===== config.mk =====
export PLATFORM = sky130hd
export DESIGN_NAME = semiprime_range_checker_top
export DESIGN_NICKNAME = d
export VERILOG_FILES = /design/src/hdl/sprc_pkg.sv /design/src/hdl/semiprime_range_checker_top.sv
export SDC_FILE = /design/constraint.sdc
export NUM_CORES = 1
export LEC_CHECK = 0
export BUFFER_PORTS_ARGS = -buffer_cell sky130_fd_sc_hd__buf_2
export CAP_MARGIN = 30
export CORE_ASPECT_RATIO = 0.6
export CORE_MARGIN = 2
export CORE_UTILIZATION = 50
export DETAILED_ROUTE_END_ITERATION = 6
export PLACE_DENSITY_LB_ADDON = 0.15
export SYNTH_ARGS = -nofsm -noshare
export SYNTH_HDL_FRONTEND = slang
export SYNTH_SLANG_ARGS = --single-unit

===== constraint.sdc =====
create_clock -name clk -period 4.2 [get_ports clk]
set_clock_uncertainty 0.2 [all_clocks]
set_input_delay 0.21 -clock clk [delete_from_list [all_inputs] [get_ports clk]]
set_output_delay 0.21 -clock clk [all_outputs]
set_load 0.05 [all_outputs]

===== src/hdl/sprc_pkg.sv =====
// Shared constants for the semiprime range checker and its checker.
package sprc_pkg;

    // Width of the candidate field on the input channel.
    localparam int CAND_WIDTH = 16;

    // Default number of candidate bits that take part in the test.
    localparam int VALUE_WIDTH_DEF = 16;

    // First trial divisor and its square.
    localparam int FIRST_DIVISOR = 2;
    localparam int FIRST_SQUARE  = FIRST_DIVISOR * FIRST_DIVISOR;

    // Smallest value that can be a semiprime.
    localparam int SMALLEST_SEMIPRIME = 4;

endpackage


===== src/hdl/semiprime_range_checker_top.sv =====
// Semiprime test by trial division, with a running found flag per interval.
// Values below 4 go straight to the result; larger ones try divisors d = 2, 3, ... while d*d <= n,
// each by a restoring division, and after the smallest divisor is found the same search runs on the cofactor.
// Divisors are tried on n and on the cofactor, each search trying at most about sqrt(n) of them.
// One item at a time: the next is taken the cycle after its result is registered, later on a stall.
// Reset (rst_n, asynchronous, active low) clears the sequencer, found flag and out_valid.
module semiprime_range_checker_top #(
    parameter int VALUE_WIDTH = sprc_pkg::VALUE_WIDTH_DEF
) (
    input  logic                           clk,
    input  logic                           rst_n,
    input  logic                           in_valid,
    output logic                           in_ready,
    input  logic [sprc_pkg::CAND_WIDTH-1:0] candidate,
    input  logic                           last_of_range,
    output logic                           out_valid,
    input  logic                           out_ready,
    output logic                           is_semiprime,
    output logic                           any_found,
    output logic                           range_done
);
    import sprc_pkg::*;

    // Divisor width: enough for ceil(sqrt(2^VALUE_WIDTH)) plus headroom.
    localparam int DW   = (VALUE_WIDTH + 1) / 2 + 1;
    localparam int SW   = 2 * DW;
    localparam int CNTW = $clog2(VALUE_WIDTH);

    typedef enum logic [2:0] {
        ST_IDLE,
        ST_CHECK,
        ST_DIVIDE,
        ST_TEST,
        ST_FINISH
    } state_t;

    state_t                 state_reg;
    logic [VALUE_WIDTH-1:0] x_reg;
    logic [DW-1:0]          d_reg;
    logic [SW-1:0]          sq_reg;
    logic [DW:0]            rem_reg;
    logic [VALUE_WIDTH-1:0] quo_reg;
    logic [CNTW-1:0]        cnt_reg;
    logic                   phase_b_reg;
    logic                   last_reg;
    logic                   semi_reg;
    logic                   found_reg;
    logic                   out_valid_reg;
    logic                   is_semi_reg;
    logic                   any_reg;
    logic                   done_reg;

    // Candidate reduced to the tested width, zero-extended where needed.
    logic [CAND_WIDTH+VALUE_WIDTH-1:0] cand_wide;
    logic [VALUE_WIDTH-1:0]            n_in;
    assign cand_wide = {{VALUE_WIDTH{1'b0}}, candidate};
    assign n_in      = cand_wide[VALUE_WIDTH-1:0];

    // One restoring divider step: shift in the next dividend bit, subtract if it fits.
    logic [DW:0]   rem_shift;
    logic          rem_ge;
    logic [DW:0]   rem_step;
    assign rem_shift = {rem_reg[DW-1:0], quo_reg[VALUE_WIDTH-1]};
    assign rem_ge    = rem_shift >= {1'b0, d_reg};
    assign rem_step  = rem_ge ? (rem_shift - {1'b0, d_reg}) : rem_shift;

    // Square of the divisor against the value under test.
    logic sq_above;
    assign sq_above = sq_reg > {{(SW - VALUE_WIDTH){1'b0}}, x_reg};

    // Next square: (d + 1)^2 = d^2 + 2d + 1.
    logic [SW-1:0] sq_inc;
    assign sq_inc = sq_reg + {{(SW - DW - 1){1'b0}}, d_reg, 1'b1};

    logic out_free;
    assign out_free = !out_valid_reg || out_ready;

    // Sequencer, shared divider and registered result.
    always_ff @(posedge clk or negedge rst_n)
    begin
        if (!rst_n)
        begin
            state_reg     <= ST_IDLE;
            found_reg     <= 1'b0;
            out_valid_reg <= 1'b0;
        end
        else
        begin
            // A taken result frees the output register unless a new one lands in the same cycle.
            if (out_valid_reg && out_ready && (state_reg != ST_FINISH))
            begin
                out_valid_reg <= 1'b0;
            end
            case (state_reg)
                ST_IDLE:
                begin
                    if (in_valid)
                    begin
                        last_reg    <= last_of_range;
                        x_reg       <= n_in;
                        d_reg       <= DW'(FIRST_DIVISOR);
                        sq_reg      <= SW'(FIRST_SQUARE);
                        phase_b_reg <= 1'b0;
                        semi_reg    <= 1'b0;
                        if (n_in < VALUE_WIDTH'(SMALLEST_SEMIPRIME))
                        begin
                            state_reg <= ST_FINISH;
                        end
                        else
                        begin
                            state_reg <= ST_CHECK;
                        end
                    end
                end
                ST_CHECK:
                begin
                    if (sq_above)
                    begin
                        // No divisor left: n is prime, or the cofactor is prime.
                        semi_reg  <= phase_b_reg;
                        state_reg <= ST_FINISH;
                    end
                    else
                    begin
                        rem_reg   <= '0;
                        quo_reg   <= x_reg;
                        cnt_reg   <= CNTW'(VALUE_WIDTH - 1);
                        state_reg <= ST_DIVIDE;
                    end
                end
                ST_DIVIDE:
                begin
                    rem_reg <= rem_step;
                    quo_reg <= {quo_reg[VALUE_WIDTH-2:0], rem_ge};
                    cnt_reg <= cnt_reg - 1'b1;
                    if (cnt_reg == '0)
                    begin
                        state_reg <= ST_TEST;
                    end
                end
                ST_TEST:
                begin
                    if (rem_reg == '0)
                    begin
                        if (phase_b_reg)
                        begin
                            // Cofactor has a divisor: not a semiprime.
                            semi_reg  <= 1'b0;
                            state_reg <= ST_FINISH;
                        end
                        else
                        begin
                            // Smallest divisor found; now test the cofactor.
                            x_reg       <= quo_reg;
                            d_reg       <= DW'(FIRST_DIVISOR);
                            sq_reg      <= SW'(FIRST_SQUARE);
                            phase_b_reg <= 1'b1;
                            state_reg   <= ST_CHECK;
                        end
                    end
                    else
                    begin
                        d_reg     <= d_reg + 1'b1;
                        sq_reg    <= sq_inc;
                        state_reg <= ST_CHECK;
                    end
                end
                ST_FINISH:
                begin
                    if (out_free)
                    begin
                        out_valid_reg <= 1'b1;
                        is_semi_reg   <= semi_reg;
                        any_reg       <= found_reg | semi_reg;
                        done_reg      <= last_reg;
                        found_reg     <= last_reg ? 1'b0 : (found_reg | semi_reg);
                        state_reg     <= ST_IDLE;
                    end
                end
                default:
                begin
                    state_reg <= ST_IDLE;
                end
            endcase
        end
    end

    assign in_ready     = (state_reg == ST_IDLE);
    assign out_valid    = out_valid_reg;
    assign is_semiprime = is_semi_reg;
    assign any_found    = any_reg;
    assign range_done   = done_reg;

endmodule


* Word-level counts from Yosys, hierarchy flattened
Index checks and enable logic that the tools add are counted. W data, S select, Z words.
Word-level totals: bits in registers 84, bits in latches 0, memory bits (writable) 0, ROM bits 0, bits of input ports 21, output and inout bits 5, memories kept 0
Cells by class: add/sub/neg operators 4, $mul 0, divide/modulo/power cells 0, magnitude comparators 3, equality and inequality tests 14, shifts and indexed selects 0, multiplexer cells 38, bitwise gates (word level) 1, reduce and logical (&&, ||, !) cells 19
Operators with widths (number):
- $mux W16 | 4
- $pmux W16 S2 | 2
- $mux W18 | 3
- $pmux W18 S2 | 1
- $mux W9 | 3
- $mux W3 | 7
- $mux W10 | 2
- $pmux W10 S2 | 1
- $add A18 B10 Y18 | 1
- $gt A18 B16 Y1 | 1
- $pmux W9 S2 | 1
- $lt A16 B3 Y1 const B | 1
- $ne A2 B2 Y1 const B | 8
- $pmux W3 S5 | 1
- $reduce_and A3 Y1 | 4
- $ge A10 B9 Y1 | 1
- $logic_not A10 Y1 | 1
- $sub A10 B9 Y10 | 1
- $add A9 B1 Y9 const B | 1
- $mux W1 | 9
- $pmux W4 S2 | 1
- $reduce_and A4 Y1 | 2
- $eq A3 B2 Y1 const B | 2
- $ne A3 B3 Y1 const B | 2
- other kinds (17) | 19

* Longest topological paths before layout
depth in word-level cells 5, gate-level depth with buffers 8, mapped depth without buffers 8

* Worst setup path after synthesis
No wires, ideal clock.
kind reg2reg, from register sq_reg[13], to register cnt_reg[0] (enable), arrival time 3910 ps, setup slack -373 ps, stages on the path, launching flop included 7, path buffers 0, period minus slack after synthesis 4573 ps, cell sequence edfxtp_1 -> ha_1 -> a211oi_1 -> o21ai_0 -> a2111oi_0 -> o22ai_1 -> a211oi_1
Between the ends: cells in the longest elaborated chain, start to end 3
RTL lines:
- from (decl) | RTL line semiprime_range_checker_top.sv:40 | logic [SW-1:0] sq_reg;
- from (signal assigned) | RTL line semiprime_range_checker_top.sv:102 | sq_reg <= SW'(FIRST_SQUARE);
- from (signal assigned) | RTL line semiprime_range_checker_top.sv:156 | sq_reg <= SW'(FIRST_SQUARE);
- from (signal assigned) | RTL line semiprime_range_checker_top.sv:164 | sq_reg <= sq_inc;
- $gt A18 B16 Y1 | RTL line semiprime_range_checker_top.sv:69 | assign sq_above = sq_reg > {{(SW - VALUE_WIDTH){1'b0}}, x_reg};
- $ne A2 B2 Y1 (no line)
- $reduce_and A3 Y1 (no line)
- to (signal assigned) | RTL line semiprime_range_checker_top.sv:127 | cnt_reg <= CNTW'(VALUE_WIDTH - 1);
- to (signal assigned) | RTL line semiprime_range_checker_top.sv:135 | cnt_reg <= cnt_reg - 1'b1;
- to (decl) | RTL line semiprime_range_checker_top.sv:43 | logic [CNTW-1:0] cnt_reg;
No other way between the ends. A chain may end at the register's enable or synchronous reset.

* Final worst setup path
from register sq_reg[13], to register quo_reg[4] (enable)
Between the ends: cells in the longest elaborated chain, start to end 3
RTL lines:
- $gt A18 B16 Y1 | RTL line semiprime_range_checker_top.sv:69
- $ne A2 B2 Y1 (no line)
- $reduce_and A3 Y1 (no line)
- to (signal assigned) | RTL line semiprime_range_checker_top.sv:126 | quo_reg <= x_reg;
- to (signal assigned) | RTL line semiprime_range_checker_top.sv:134 | quo_reg <= {quo_reg[VALUE_WIDTH-2:0], rem_ge};
- to (decl) | RTL line semiprime_range_checker_top.sv:42 | logic [VALUE_WIDTH-1:0] quo_reg;
No other way between the ends.

==> out/metrics.csv <==
metric;value;unit
grt_use_total;0.2319;
number_of_antenna_violations_at_the_first_check_in_global_routing;0;
detailroute.via_count;4077;
cts_root_buffer;sky130_fd_sc_hd__clkbuf_16;
maxSlewHeadroom;0.4618;
setup_viol_count_final;0;
slowest_stage_delay_on_critical_path;0.51;ns
largest_reg_flops;18;
chip_height;82.72;µm
grt_pass1_wl;19330;µm
routedWlPerCell;17.45;µm
start_util;0.5190;
layout.cells.most_common;sky130_fd_sc_hd__nand2_1;
min-delay-path-class;in -> reg;
drt-initial-drc-count;374;
tightest_slew;0.8074;ns
synth.net_count;580;
worst_setup_path_start_kind;register;
drive_above_1_share;0.1002;
post_drt_via_cell_ratio;5.791;
finalCritPeriodShare;0.7765;
clkSlewWorstSetupHoldPaths;0.06;ns
synthesis.instances;521;
totalWireLength;12290;µm
ant_nets;0;
timing.max_cap.violations;0;
synth_sequential_area_ratio;0.4836;
cp-end-kind;register;
dp_worst_setup_slack;0.9439;ns
cts.repair_timing.setup_buffer_count;0;
gr-total-overflow;0;
antennaDiodeCount;0;
hold-worst-slack;0.005283;ns
synth_edf_count;79;
gpl.final_weighted_congestion;0.8754;
ys_async_sr_fraction;0.05952;
setup.reg_to_reg.worst_slack;0.94;ns
ys_ff_latch;84;
final-hold-violation-count;0;
tritoncts;built;
postLayoutSetupSlackWorst;0.9388;ns
p_leak;2.318;nW
num-nets-final;623;
nFillCells;861;
max_freq;306.6;MHz
synthesized_area_per_cell;9.911;µm²
synth_flop_cell;sky130_fd_sc_hd__edfxtp_1;
yosysUniqueCellTypes;58;
dr.pass1.iters;5;
worst_ep_required_time;4.01;ns
path_max_fanout;24;
power.density;612.1;nW/µm²
syn_area;5164;µm²
cts_repair_resize_count;0;
placement.io_buffers;25;
maximum_buffer_depth_of_the_clock_tree;2;
run_status;finished, final reports clean;
worstPathCellList;ha_1 -> a211oi_1 -> o21ai_0 -> a2111oi_0 -> o22ai_1 -> a211oi_4 -> buf_4;
die_w;135.2;µm
critical_path.slowest_cell;sky130_fd_sc_hd__a211oi_4;
peakVddDrop;0.3775;mV
holdBufCountCts;15;
core;9950;µm²
drc_violations_left;0;
insertion_delay_to_the_later_sink_of_the_worst_skew_pair;0.34;ns
mostFrequentLayoutCells;89 x sky130_fd_sc_hd__nand2_1, 79 x sky130_fd_sc_hd__edfxtp_1, 44 x sky130_fd_sc_hd__inv_1, 36 x sky130_fd_sc_hd__nor2_1, 36 x sky130_fd_sc_hd__ha_1;
dieArea;11180;µm²
post-route-min-period;3.261;ns
dpl.hpwl;9001;µm
cts_htree_levels;3;
grt_start_max_net_pins;41;
rsz0062_at_grt;false;
yosysWarnings;0;
syn2layout_area_growth;14.34;%
cts-buffers-inserted;9;
first_global_vias;3710;
worst_ep_arrival_time;3.07;ns
path_class;reg -> reg;
boundaryPins;26;
fin_tns_setup;0;ns
final_max_slew_viol_count;0;
fp-row-count;28;
cts_num_sinks;84;
==> per-layer routing <==
layer / up-vias / part of all wire / wire (µm) / track usage
met2: 118 / 0.40 / 4947 / 0.3198
met5: - / 0 / 0 / 0
li1: 1996 / - / - / -
met1: 1951 / 0.52 / 6386 / 0.3610
met3: 12 / 0.066 / 815 / 0.05739
met4: 0 / 0.011 / 139 / 0.05521
==> logic make-up after synthesis <==
family / after synthesis / share of synthesized area
xor gates and xnor gates: 20 / 0.03392
DFF: 84 / 0.4836
AOI/OAI and AO/OA: 127 / 0.1667
adders and majority gates: 38 / 0.09498
and+or+nand+nor: 192 / 0.1728
muxes: 2 / 0.003877
buffers and inverters: 58 / 0.04410
==> synthesized netlist by cell type (all sizes together), types with 4 or more instances <==
| library cell | count | area share |
|---|---|---|
| a211oi | 12 | 0.018 |
| a21o | 8 | 0.012 |
| a21oi | 23 | 0.022 |
| a22o | 4 | 0.0068 |
| a31oi | 6 | 0.010 |
| and3 | 5 | 0.0061 |
| buf | 5 | 0.0046 |
| clkbuf | 6 | 0.0044 |
| dfrtp | 5 | 0.024 |
| edfxtp | 79 | 0.46 |
| ha | 36 | 0.087 |
| inv | 46 | 0.033 |
| nand2 | 90 | 0.067 |
| nand2b | 6 | 0.0073 |
| nand3 | 10 | 0.0097 |
| nand4 | 11 | 0.013 |
| nor2 | 37 | 0.027 |
| nor3 | 9 | 0.0087 |
| nor4 | 6 | 0.0097 |
| o211ai | 4 | 0.0058 |
| o21a | 5 | 0.0073 |
| o21ai | 37 | 0.036 |
| or3 | 5 | 0.0070 |
| xnor2 | 12 | 0.020 |
| xor2 | 8 | 0.014 |
==> per-stage QoR <==
step | cell area, µm² | std cells | util | power [mW]
after CTS | 5904 | 704 | 0.5934 | 3.616
after floorplan | 5169 | 521 | - | 2.411
final | 5904 | 704 | 0.5934 | 3.614
after global routing | 5904 | 704 | 0.5934 | 3.859
after global placement | 5454 | 673 | 0.5482 | 2.745
after detailed placement | 5454 | 673 | 0.5482 | 2.785
==> layout make-up <==
type	count	area (µm²)	share of cell area
Inverter	47	181.4	0.03073
Timing Repair Buffer	43	297.8	0.05043
Tap cell	135	168.9	0.02861
Clock buffer	10	229.0	0.03878
Clock inverter	6	71.32	0.01208
Multi-Input combinational cell	379	2459	0.4164
Sequential cell	84	2497	0.4230
==> critical path: cells and delay by family (launching register included) <==
kind / cells / cell delay, ns
DFF: 1 / 0.46
AOI/OAI and AO/OA: 5 / 1.54
adders and majority gates: 1 / 0.33
buffers and inverters: 1 / 0.40
==> worst paths after layout <==
check                                               from                       end  cells after the start
max in group asynchronous                          rst_n  state_reg[1]$_DFFE_PN0P_                      2
worst min register to register        last_reg$_DFFE_PP_      range_done$_DFFE_PP_                      0
worst min-delay path                        candidate[6]        x_reg[6]$_DFFE_PP_                      3
worst max-delay path            sq_reg[13]$_SDFFCE_PN0P_      quo_reg[4]$_DFFE_PP_                      7
worst max register to register  sq_reg[13]$_SDFFCE_PN0P_      quo_reg[4]$_DFFE_PP_                      7
min in group asynchronous                          rst_n     found_reg$_DFFE_PN0P_                      2
==> power by group <==
group	switching, mW	internal (mW)
Combinational	0.916	0.497
Sequential	0.166	1.22
Clock	0.344	0.466
Total	1.43	2.19
(Power assumes the default switching activity.)
